===== config.mk =====
export PLATFORM = sky130hd
export DESIGN_NAME = touch_event_debounce_filter_core
export DESIGN_NICKNAME = d
export VERILOG_FILES = /design/src/rtl/tedf_pkg.sv /design/src/rtl/tedf_map.sv /design/src/rtl/tedf_track.sv /design/src/rtl/touch_event_debounce_filter_core.sv
export SDC_FILE = /design/constraint.sdc
export NUM_CORES = 1
export LEC_CHECK = 0
export BUFFER_PORTS_ARGS = -buffer_cell sky130_fd_sc_hd__buf_2
export CORE_ASPECT_RATIO = 0.8
export CORE_MARGIN = 2
export CORE_UTILIZATION = 50
export CTS_CLUSTER_DIAMETER = 200
export DETAILED_ROUTE_END_ITERATION = 16
export GPL_TIMING_DRIVEN = 0
export PLACE_DENSITY = 0.7
export SETUP_SLACK_MARGIN = 0.02
export SLEW_MARGIN = 20
export SYNTH_ARGS = -nofsm -noshare
export SYNTH_HDL_FRONTEND = slang
export SYNTH_HIERARCHICAL = 1
export SYNTH_SLANG_ARGS = --single-unit

===== constraint.sdc =====
create_clock -name clock -period 9.9 [get_ports clock]
set_clock_uncertainty 0.1 [all_clocks]
set_input_delay 0.99 -clock clock [delete_from_list [all_inputs] [get_ports clock]]
set_output_delay 0.99 -clock clock [all_outputs]
set_load 0.05 [all_outputs]

===== src/rtl/tedf_pkg.sv =====
// Shared types, constants and field codes of the touch event debounce filter.
package tedf_pkg;

   localparam int COORD_BITS  = 12;
   localparam int RAW_BITS    = 16;
   localparam int DIM_BITS    = 13;
   localparam int TIME_BITS   = 32;
   localparam int HOLD_BITS   = 16;
   localparam int COUNT_BITS  = 4;
   localparam int STATUS_BITS = 8;
   localparam int ORIENT_BITS = 3;
   localparam int CSR_AW      = 3;
   localparam int CSR_DW      = 16;

   localparam int MAX_POINTS   = 5;
   localparam int NEW_DATA_BIT = 7;

   localparam logic [DIM_BITS-1:0] DIM_MAX = DIM_BITS'(4096);
   localparam logic [DIM_BITS-1:0] DIM_MIN = DIM_BITS'(1);

   localparam logic [ORIENT_BITS-1:0] ORIENT_RST   = '0;
   localparam logic [DIM_BITS-1:0]    WIDTH_RST    = DIM_BITS'(800);
   localparam logic [DIM_BITS-1:0]    HEIGHT_RST   = DIM_BITS'(480);
   localparam logic [COORD_BITS-1:0]  DRIFT_RST    = COORD_BITS'(8);
   localparam logic [HOLD_BITS-1:0]   PRESS_RST    = HOLD_BITS'(20);
   localparam logic [HOLD_BITS-1:0]   RELEASE_RST  = HOLD_BITS'(30);
   localparam logic [COORD_BITS-1:0]  STEP_RST     = COORD_BITS'(2);
   localparam logic [HOLD_BITS-1:0]   PERIOD_RST   = HOLD_BITS'(50);

   typedef enum logic [1:0] {
      RR_OK          = 2'd0,
      RR_STATUS_FAIL = 2'd1,
      RR_POINT_FAIL  = 2'd2,
      RR_UNUSED      = 2'd3
   } read_result_type;

   typedef enum logic [1:0] {
      EV_NONE    = 2'd0,
      EV_PRESS   = 2'd1,
      EV_MOVE    = 2'd2,
      EV_RELEASE = 2'd3
   } event_kind_type;

   typedef enum logic [CSR_AW-1:0] {
      CSR_ORIENTATION  = 3'd0,
      CSR_SCREEN_W     = 3'd1,
      CSR_SCREEN_H     = 3'd2,
      CSR_DRIFT_LIMIT  = 3'd3,
      CSR_PRESS_HOLD   = 3'd4,
      CSR_RELEASE_HOLD = 3'd5,
      CSR_MOVE_STEP    = 3'd6,
      CSR_MOVE_PERIOD  = 3'd7
   } csr_index_type;

   typedef struct packed {
      logic [ORIENT_BITS-1:0] orientation;
      logic [DIM_BITS-1:0]    screen_width;
      logic [DIM_BITS-1:0]    screen_height;
      logic [COORD_BITS-1:0]  drift_limit;
      logic [HOLD_BITS-1:0]   press_hold_ms;
      logic [HOLD_BITS-1:0]   release_hold_ms;
      logic [COORD_BITS-1:0]  move_step;
      logic [HOLD_BITS-1:0]   move_period_ms;
   } cfg_type;

   typedef struct packed {
      logic [STATUS_BITS-1:0] touch_status;
      logic [RAW_BITS-1:0]    raw_x;
      logic [RAW_BITS-1:0]    raw_y;
      logic [TIME_BITS-1:0]   now_ms;
      read_result_type        read_result;
   } item_type;

   typedef struct packed {
      logic [COORD_BITS-1:0] x;
      logic [COORD_BITS-1:0] y;
      logic                  on_screen;
   } point_type;

   typedef struct packed {
      event_kind_type        event_kind;
      logic [COORD_BITS-1:0] point_x;
      logic [COORD_BITS-1:0] point_y;
      logic                  is_pressed;
      logic                  in_range;
      logic [COUNT_BITS-1:0] touch_count;
      logic                  clear_request;
      logic                  halted;
   } result_type;

endpackage


===== src/rtl/tedf_map.sv =====
// Screen mapping: swap, mirror and clamp of a raw touch point.
module tedf_map (
   input  logic [tedf_pkg::RAW_BITS-1:0]    raw_x,
   input  logic [tedf_pkg::RAW_BITS-1:0]    raw_y,
   input  logic [tedf_pkg::ORIENT_BITS-1:0] orientation,
   input  logic [tedf_pkg::DIM_BITS-1:0]    screen_width,
   input  logic [tedf_pkg::DIM_BITS-1:0]    screen_height,
   output tedf_pkg::point_type              point
);

   logic [tedf_pkg::DIM_BITS-1:0] w_eff;
   logic [tedf_pkg::DIM_BITS-1:0] h_eff;
   logic [tedf_pkg::RAW_BITS-1:0] w_ext;
   logic [tedf_pkg::RAW_BITS-1:0] h_ext;
   logic [tedf_pkg::RAW_BITS-1:0] sx;
   logic [tedf_pkg::RAW_BITS-1:0] sy;
   logic [tedf_pkg::RAW_BITS-1:0] mx;
   logic [tedf_pkg::RAW_BITS-1:0] my;
   logic                          x_on;
   logic                          y_on;

   // Zero acts as one pixel, anything above the maximum acts as the maximum
   always_comb begin
      w_eff = screen_width;
      if (screen_width == '0) begin
         w_eff = tedf_pkg::DIM_MIN;
      end else if (screen_width > tedf_pkg::DIM_MAX) begin
         w_eff = tedf_pkg::DIM_MAX;
      end
      h_eff = screen_height;
      if (screen_height == '0) begin
         h_eff = tedf_pkg::DIM_MIN;
      end else if (screen_height > tedf_pkg::DIM_MAX) begin
         h_eff = tedf_pkg::DIM_MAX;
      end
   end

   assign w_ext = tedf_pkg::RAW_BITS'(w_eff);
   assign h_ext = tedf_pkg::RAW_BITS'(h_eff);

   always_comb begin
      sx = orientation[0] ? raw_y : raw_x;
      sy = orientation[0] ? raw_x : raw_y;
      mx = sx;
      my = sy;
      if (orientation[1] && (sx < w_ext)) begin
         mx = w_ext - 16'd1 - sx;
      end
      if (orientation[2] && (sy < h_ext)) begin
         my = h_ext - 16'd1 - sy;
      end
      x_on = mx < w_ext;
      y_on = my < h_ext;
      point.on_screen = x_on && y_on;
      point.x = x_on ? mx[tedf_pkg::COORD_BITS-1:0]
                     : w_ext[tedf_pkg::COORD_BITS-1:0] - 12'd1;
      point.y = y_on ? my[tedf_pkg::COORD_BITS-1:0]
                     : h_ext[tedf_pkg::COORD_BITS-1:0] - 12'd1;
   end

endmodule


===== src/rtl/tedf_track.sv =====
// Press, move and release debounce state and its per-item update.
module tedf_track (
   input  logic                  clock,
   input  logic                  reset,
   input  logic                  step,
   input  tedf_pkg::item_type    item,
   input  tedf_pkg::point_type   point,
   input  tedf_pkg::cfg_type     cfg,
   output tedf_pkg::result_type  result
);

   typedef struct packed {
      logic                                stopped;
      logic                                down;
      logic                                press_pending;
      logic [tedf_pkg::TIME_BITS-1:0]      press_since;
      logic [tedf_pkg::COORD_BITS-1:0]     anchor_x;
      logic [tedf_pkg::COORD_BITS-1:0]     anchor_y;
      logic                                release_pending;
      logic [tedf_pkg::TIME_BITS-1:0]      release_since;
      logic [tedf_pkg::COORD_BITS-1:0]     reported_x;
      logic [tedf_pkg::COORD_BITS-1:0]     reported_y;
      logic [tedf_pkg::TIME_BITS-1:0]      move_time;
      logic [tedf_pkg::COORD_BITS-1:0]     shown_x;
      logic [tedf_pkg::COORD_BITS-1:0]     shown_y;
      logic                                valid_flag;
      logic [tedf_pkg::COUNT_BITS-1:0]     count_seen;
   } track_state_type;

   track_state_type st_ff;
   track_state_type st_in;

   function automatic logic [tedf_pkg::COORD_BITS-1:0] absdiff(
      input logic [tedf_pkg::COORD_BITS-1:0] a,
      input logic [tedf_pkg::COORD_BITS-1:0] b
   );
      return (a > b) ? (a - b) : (b - a);
   endfunction

   logic [tedf_pkg::COUNT_BITS-1:0] cnt;
   logic                            new_data;
   logic                            cnt_ok;
   logic                            touch;
   logic                            rr_good;
   logic [tedf_pkg::TIME_BITS-1:0]  press_age;
   logic [tedf_pkg::TIME_BITS-1:0]  release_age;
   logic [tedf_pkg::TIME_BITS-1:0]  move_age;
   logic                            drifted;
   logic                            moved;
   tedf_pkg::event_kind_type        kind;
   logic                            clr;

   assign cnt      = item.touch_status[tedf_pkg::COUNT_BITS-1:0];
   assign new_data = item.touch_status[tedf_pkg::NEW_DATA_BIT];
   assign cnt_ok   = cnt <= tedf_pkg::COUNT_BITS'(tedf_pkg::MAX_POINTS);
   assign touch    = new_data && cnt_ok && (cnt != '0);
   assign rr_good  = (item.read_result == tedf_pkg::RR_OK) ||
                     (item.read_result == tedf_pkg::RR_POINT_FAIL);

   // Time differences wrap modulo 2^32
   assign press_age   = item.now_ms - st_ff.press_since;
   assign release_age = item.now_ms - st_ff.release_since;
   assign move_age    = item.now_ms - st_ff.move_time;

   assign drifted = (absdiff(point.x, st_ff.anchor_x) > cfg.drift_limit) ||
                    (absdiff(point.y, st_ff.anchor_y) > cfg.drift_limit);
   assign moved   = (absdiff(point.x, st_ff.reported_x) >= cfg.move_step) ||
                    (absdiff(point.y, st_ff.reported_y) >= cfg.move_step) ||
                    (move_age >= tedf_pkg::TIME_BITS'(cfg.move_period_ms));

   always_comb begin
      st_in = st_ff;
      kind  = tedf_pkg::EV_NONE;
      clr   = 1'b0;
      if (!st_ff.stopped) begin
         if (!rr_good) begin
            st_in.stopped = 1'b1;
         end else begin
            st_in.count_seen = cnt;
            clr = new_data && cnt_ok;
            if (touch) begin
               if (item.read_result == tedf_pkg::RR_POINT_FAIL) begin
                  st_in.stopped = 1'b1;
               end else begin
                  st_in.valid_flag = point.on_screen;
                  st_in.shown_x    = point.x;
                  st_in.shown_y    = point.y;
                  if (!st_ff.down) begin
                     st_in.release_pending = 1'b0;
                     st_in.release_since   = '0;
                     if (!st_ff.press_pending || drifted) begin
                        // restart the candidate at this point
                        st_in.anchor_x      = point.x;
                        st_in.anchor_y      = point.y;
                        st_in.press_since   = item.now_ms;
                        st_in.press_pending = 1'b1;
                     end else if (press_age >=
                                  tedf_pkg::TIME_BITS'(cfg.press_hold_ms)) begin
                        kind                = tedf_pkg::EV_PRESS;
                        st_in.down          = 1'b1;
                        st_in.reported_x    = point.x;
                        st_in.reported_y    = point.y;
                        st_in.move_time     = item.now_ms;
                        st_in.press_pending = 1'b0;
                     end
                  end else begin
                     st_in.press_pending   = 1'b0;
                     st_in.press_since     = '0;
                     st_in.release_pending = 1'b0;
                     st_in.release_since   = '0;
                     if (moved) begin
                        kind             = tedf_pkg::EV_MOVE;
                        st_in.reported_x = point.x;
                        st_in.reported_y = point.y;
                        st_in.move_time  = item.now_ms;
                     end
                  end
               end
            end else if (st_ff.down) begin
               if (!st_ff.release_pending) begin
                  st_in.release_pending = 1'b1;
                  st_in.release_since   = item.now_ms;
               end else if (release_age >=
                            tedf_pkg::TIME_BITS'(cfg.release_hold_ms)) begin
                  kind                  = tedf_pkg::EV_RELEASE;
                  st_in.down            = 1'b0;
                  st_in.shown_x         = st_ff.reported_x;
                  st_in.shown_y         = st_ff.reported_y;
                  st_in.valid_flag      = 1'b1;
                  st_in.release_pending = 1'b0;
                  st_in.release_since   = '0;
               end
            end else begin
               st_in.press_pending = 1'b0;
               st_in.press_since   = '0;
            end
         end
      end
   end

   always_comb begin
      result.event_kind    = kind;
      result.point_x       = st_in.shown_x;
      result.point_y       = st_in.shown_y;
      result.is_pressed    = st_in.down;
      result.in_range      = st_in.valid_flag;
      result.touch_count   = st_in.count_seen;
      result.clear_request = clr;
      result.halted        = st_in.stopped;
   end

   always_ff @(posedge clock) begin
      if (reset) begin
         st_ff <= '0;
      end else if (step) begin
         st_ff <= st_in;
      end
   end

`ifndef SYNTH
   a_halt_sticks: assert property (@(posedge clock) disable iff (reset)
      st_ff.stopped |=> st_ff.stopped)
      else $error("halt state cleared without reset");

   a_halted_quiet: assert property (@(posedge clock) disable iff (reset)
      (step && st_ff.stopped) |-> (result.event_kind == tedf_pkg::EV_NONE && !clr))
      else $error("event or clear reported while halted");

   a_no_pending_when_down: assert property (@(posedge clock) disable iff (reset)
      !(st_ff.down && st_ff.press_pending))
      else $error("press candidate open while pressed");

   a_release_lifts: assert property (@(posedge clock) disable iff (reset)
      (step && result.event_kind == tedf_pkg::EV_RELEASE) |=> !st_ff.down)
      else $error("still pressed after release");

   a_press_sets: assert property (@(posedge clock) disable iff (reset)
      (step && result.event_kind == tedf_pkg::EV_PRESS) |=>
      (st_ff.down && st_ff.reported_x == st_ff.shown_x))
      else $error("press did not latch down state and point");
`endif

endmodule


===== src/rtl/touch_event_debounce_filter_core.sv =====
// Top level of the touch event debounce filter: ports, settings, item and result registers.
//
// Each request item is one poll of a touch controller; each poll yields exactly one
// response item. The poll's point is swapped/mirrored per orientation, clamped to the
// screen, and debounced into press, move and release events (kind in rsp_tuser).
// Throughput is one item per clock while the consumer does not stall: an accepted item
// waits in the input register, the mapping and debounce update run as one combinational
// pass against the tracker state, and the result lands in the response register. The
// input register refills while a finished response still waits, so a stalled consumer
// costs throughput only once both registers are full. A read failure halts the block
// until reset; halted polls still return a response holding the frozen state. Write
// settings over the csr_ port only while no item is in flight. Reset is synchronous
// and clears state and settings to defaults.
module touch_event_debounce_filter_core (
   input  logic        clock,
   input  logic        reset,
   // Request items
   input  logic        req_tvalid,
   output logic        req_tready,
   input  logic [71:0] req_tdata,  // touch_status[7:0], raw_x[23:8], raw_y[39:24], now_ms[71:40]
   input  logic [1:0]  req_tuser,  // read_result[1:0]
   // Response items
   output logic        rsp_tvalid,
   input  logic        rsp_tready,
   output logic [31:0] rsp_tdata,  // point_x[11:0], point_y[23:12], is_pressed[24],
                                   // in_range[25], touch_count[29:26], clear_request[30],
                                   // halted[31]
   output logic [1:0]  rsp_tuser,  // event_kind[1:0]
   // Settings write port
   input  logic        csr_wen,
   input  logic [2:0]  csr_addr,
   input  logic [15:0] csr_wdata
);

   tedf_pkg::cfg_type    cfg_ff;
   tedf_pkg::item_type   item_ff;
   logic                 item_valid_ff;
   tedf_pkg::result_type rsp_ff;
   logic                 rsp_valid_ff;
   tedf_pkg::point_type  point;
   tedf_pkg::result_type result;
   logic                 advance;
   logic                 take;

   // Process the held item once the response register is free or draining
   assign advance    = item_valid_ff && (!rsp_valid_ff || rsp_tready);
   assign req_tready = !item_valid_ff || advance;
   assign take       = req_tvalid && req_tready;

   // Settings registers
   always_ff @(posedge clock) begin
      if (reset) begin
         cfg_ff.orientation     <= tedf_pkg::ORIENT_RST;
         cfg_ff.screen_width    <= tedf_pkg::WIDTH_RST;
         cfg_ff.screen_height   <= tedf_pkg::HEIGHT_RST;
         cfg_ff.drift_limit     <= tedf_pkg::DRIFT_RST;
         cfg_ff.press_hold_ms   <= tedf_pkg::PRESS_RST;
         cfg_ff.release_hold_ms <= tedf_pkg::RELEASE_RST;
         cfg_ff.move_step       <= tedf_pkg::STEP_RST;
         cfg_ff.move_period_ms  <= tedf_pkg::PERIOD_RST;
      end else if (csr_wen) begin
         case (tedf_pkg::csr_index_type'(csr_addr))
            tedf_pkg::CSR_ORIENTATION: begin
               cfg_ff.orientation <= csr_wdata[tedf_pkg::ORIENT_BITS-1:0];
            end
            tedf_pkg::CSR_SCREEN_W: begin
               cfg_ff.screen_width <= csr_wdata[tedf_pkg::DIM_BITS-1:0];
            end
            tedf_pkg::CSR_SCREEN_H: begin
               cfg_ff.screen_height <= csr_wdata[tedf_pkg::DIM_BITS-1:0];
            end
            tedf_pkg::CSR_DRIFT_LIMIT: begin
               cfg_ff.drift_limit <= csr_wdata[tedf_pkg::COORD_BITS-1:0];
            end
            tedf_pkg::CSR_PRESS_HOLD: begin
               cfg_ff.press_hold_ms <= csr_wdata[tedf_pkg::HOLD_BITS-1:0];
            end
            tedf_pkg::CSR_RELEASE_HOLD: begin
               cfg_ff.release_hold_ms <= csr_wdata[tedf_pkg::HOLD_BITS-1:0];
            end
            tedf_pkg::CSR_MOVE_STEP: begin
               cfg_ff.move_step <= csr_wdata[tedf_pkg::COORD_BITS-1:0];
            end
            tedf_pkg::CSR_MOVE_PERIOD: begin
               cfg_ff.move_period_ms <= csr_wdata[tedf_pkg::HOLD_BITS-1:0];
            end
            default: begin
               cfg_ff <= cfg_ff;
            end
         endcase
      end
   end

   // Input register: hold the item until it has been processed
   always_ff @(posedge clock) begin
      if (reset) begin
         item_valid_ff <= 1'b0;
      end else if (take) begin
         item_valid_ff <= 1'b1;
      end else if (advance) begin
         item_valid_ff <= 1'b0;
      end
   end

   always_ff @(posedge clock) begin
      if (take) begin
         item_ff.touch_status <= req_tdata[7:0];
         item_ff.raw_x        <= req_tdata[23:8];
         item_ff.raw_y        <= req_tdata[39:24];
         item_ff.now_ms       <= req_tdata[71:40];
         item_ff.read_result  <= tedf_pkg::read_result_type'(req_tuser);
      end
   end

   tedf_map u_map (
      .raw_x         (item_ff.raw_x),
      .raw_y         (item_ff.raw_y),
      .orientation   (cfg_ff.orientation),
      .screen_width  (cfg_ff.screen_width),
      .screen_height (cfg_ff.screen_height),
      .point         (point)
   );

   tedf_track u_track (
      .clock  (clock),
      .reset  (reset),
      .step   (advance),
      .item   (item_ff),
      .point  (point),
      .cfg    (cfg_ff),
      .result (result)
   );

   // Response register
   always_ff @(posedge clock) begin
      if (reset) begin
         rsp_valid_ff <= 1'b0;
      end else if (advance) begin
         rsp_valid_ff <= 1'b1;
      end else if (rsp_tready) begin
         rsp_valid_ff <= 1'b0;
      end
   end

   always_ff @(posedge clock) begin
      if (advance) begin
         rsp_ff <= result;
      end
   end

   assign rsp_tvalid = rsp_valid_ff;
   assign rsp_tuser  = rsp_ff.event_kind;
   assign rsp_tdata  = {rsp_ff.halted, rsp_ff.clear_request, rsp_ff.touch_count,
                        rsp_ff.in_range, rsp_ff.is_pressed, rsp_ff.point_y,
                        rsp_ff.point_x};

endmodule

==> results.md <==
- Die H: 230 um
- Period utilization: 107%
- Req. time, crit path: 10.31 ns
- Max Cap Viol: 0
- Core area: 0.0628 sq mm
- Initial antenna violation count: 0
- CTS Buffer Depth: 3
- H-tree Lvls: 2
- Crit path to: u_track/st_ff[62]
- Routed Antenna Nets: 0
- DRT iter0 DRCs: 2658
- Routability congestion estimate: 0.954
- Post-Synthesis Cells: 3791
- Die ar.: 0.0657 sq mm
- Vias in the first global route: 27400
- Yosys warns: 6
- Row count: 82
- Cts bufs inserted: 43
- First-pass GRT wire length: 153 mm
- Worst-margin pin slew: 1.17 ns
- Most frequent cells in the layout: nand2_1 (410), ha_1 (346), inv_1 (326), dfxtp_1 (264), a21oi_1 (251)
- Clock sink count: a little under 400
- Cell family with most CP delay: compound AO/OA/AOI/OAI gates
- CP endpoint kind: flip-flop
- Final #Nets: 4566
- CP max-delay cell: mux2_1
- Synth Cell Area: 0.0318 sq mm
- Fin. max-slew vios: 0
- Initial Utilization: about half
- Die W: 286 um
- Tmin final: 10.61 ns
- Total number of vias: 29600
- Fmax: 94.2 MHz
- CP Depth: 47
- Clock root buffer: clkbuf_16
- Type of the worst setup path: flip-flop to flip-flop
- Drt via density: 5.97
- GRT Overall Usage: 29.2%
- Fin. Hold Viols: 0
- CTS clk-pin slew, worst paths: 0.06 ns
- Reg2reg path depth: 47
- Post-DP HPWL: between 70 and 80 mm
- Failing checks: setup timing
- RSZ-0062 raised after global routing: yes
- Final setup fails: 88
- Crit path buffers/inverters: 8
- Routed Wire Length: 99.8 mm
- Commonest non-fill, non-tap cell in the layout: nand2_1
- Rel. slew slack: 21.1%
- Worst min-delay path class: flip-flop to flip-flop
- Placement-stage cell area: 0.0338 sq mm
- CP startpoint kind: flip-flop
- FF-to-FF setup slack: -0.71 ns
- Pwr dens: 129 mW/mm^2
- I/O Buffers: 130
- Placed Cells: 4767
- Grt ovf: 0
- Worst Path Max Fanout: 6
- Util after Layout: 59.7%
- Clk Latency, worst-skew pair: 0.60 ns
- RR Startpoint: cfg_ff[79]
- FF-to-FF End: u_track/st_ff[62]
- P_leak: between 15 and 20 nW
- Crit path DAT: 11.02 ns
- Ant diodes: 0
- Average cell area after synthesis: 8.40 sq um
- Crit path largest cell delay: 0.70 ns
- Final instance area: between 0.03 and 0.04 sq mm
- CTS tree: built
- DRC viols: 0
- Final Non-Filler Cells: 4959
- Setup WS post-layout: -0.711 ns
- Worst VDD drop: 113 uV
- Top Ports: approximately 130
- CP startpoint: cfg_ff[79]
- Pin count of the biggest net entering global routing: 45
- Wire length per cell: 20.1 um
- Layout overhead on the synthesized area: 17.8%
- Status: finished, violations left
- Share of cells above drive strength 1: 16.1%
- Initial DRT Pass Iterations: 6
==> worst register-to-register path, delay by kind of cell, from the launching register on <==
family | cells | cell delay, ns
adder cells (fa/ha/maj) | 5 | 1.59
buffers and inverters | 8 | 1.28
flip-flops | 1 | 0.36
XOR/XNOR | 2 | 0.30
AO/OA/AOI/OAI | 14 | 3.03
multiplexers | 3 | 1.21
AND/OR/NAND/NOR | 15 | 2.67
==> stage by stage <==
step	setup WS [ns]	hold WS [ns]	power (mW)	setup TNS, ns
6_report	-0.711	0.350	4.82	-34.38
5_1_grt	-0.917	0.363	5.03	-68.16
4_1_cts	-0.457	0.352	4.75	-20.80
3_5_place_dp	-2.65	0.344	2.93	-266.62
3_3_place_gp	-2.66	0.340	2.91	-264.44
2_1_floorplan	-0.0126	0.332	2.61	-0.252
==> final cells by class <==
class	count	area [sq um]
buffer	161	982
clock buffer	62	1280
clock inverter	14	208
fill	5523	25300
inverter	336	1270
multi-input combinational	2905	22200
sequential	385	8790
tap	840	1050
timing repair buffer	256	1750
==> report_power, final <==
part	switching [mW]	internal, mW
clock network	0.706	1.03
registers	0.0477	1.66
logic	0.801	0.573
==> state kept, by name (all words and copies together) (netlist names) <==
name	count
item_valid_ff	1
rsp_tuser	2
cfg_ff	101
rsp_tdata	32
rsp_tvalid	1
item_ff	71
u_track/st_ff	177
==> layer usage <==
metal	GRT usage, %	vias up	part of all wire [%]
li1	-	14100	-
met1	43.4	14100	47
met2	42.0	1184	41
met3	5.86	170	9.2
met4	9.05	0	3.1
met5	0	-	0
==> worst min-delay path by stage <==
stage,start,end,slack [ns],cells past startpoint
5_1_grt,u_track/st_ff[144],u_track/st_ff[144],0.36,2
3_5_place_dp,u_track/st_ff[145],u_track/st_ff[145],0.34,2
2_1_floorplan,u_track/st_ff[143],u_track/st_ff[143],0.33,2
4_1_cts,u_track/st_ff[146],u_track/st_ff[146],0.35,2
6_report,u_track/st_ff[149],u_track/st_ff[149],0.35,2
3_3_place_gp,u_track/st_ff[150],u_track/st_ff[150],0.34,2
==> what timing repair did <==
item	4_1_cts	5_1_grt
pin swaps	80	68
setup buffers	77	44
hold buffers	0	0
setup endpoints to repair	117	117
resized for setup	229	116
gates cloned	6	0
No activity file was read; power rests on OpenSTA's default activity.
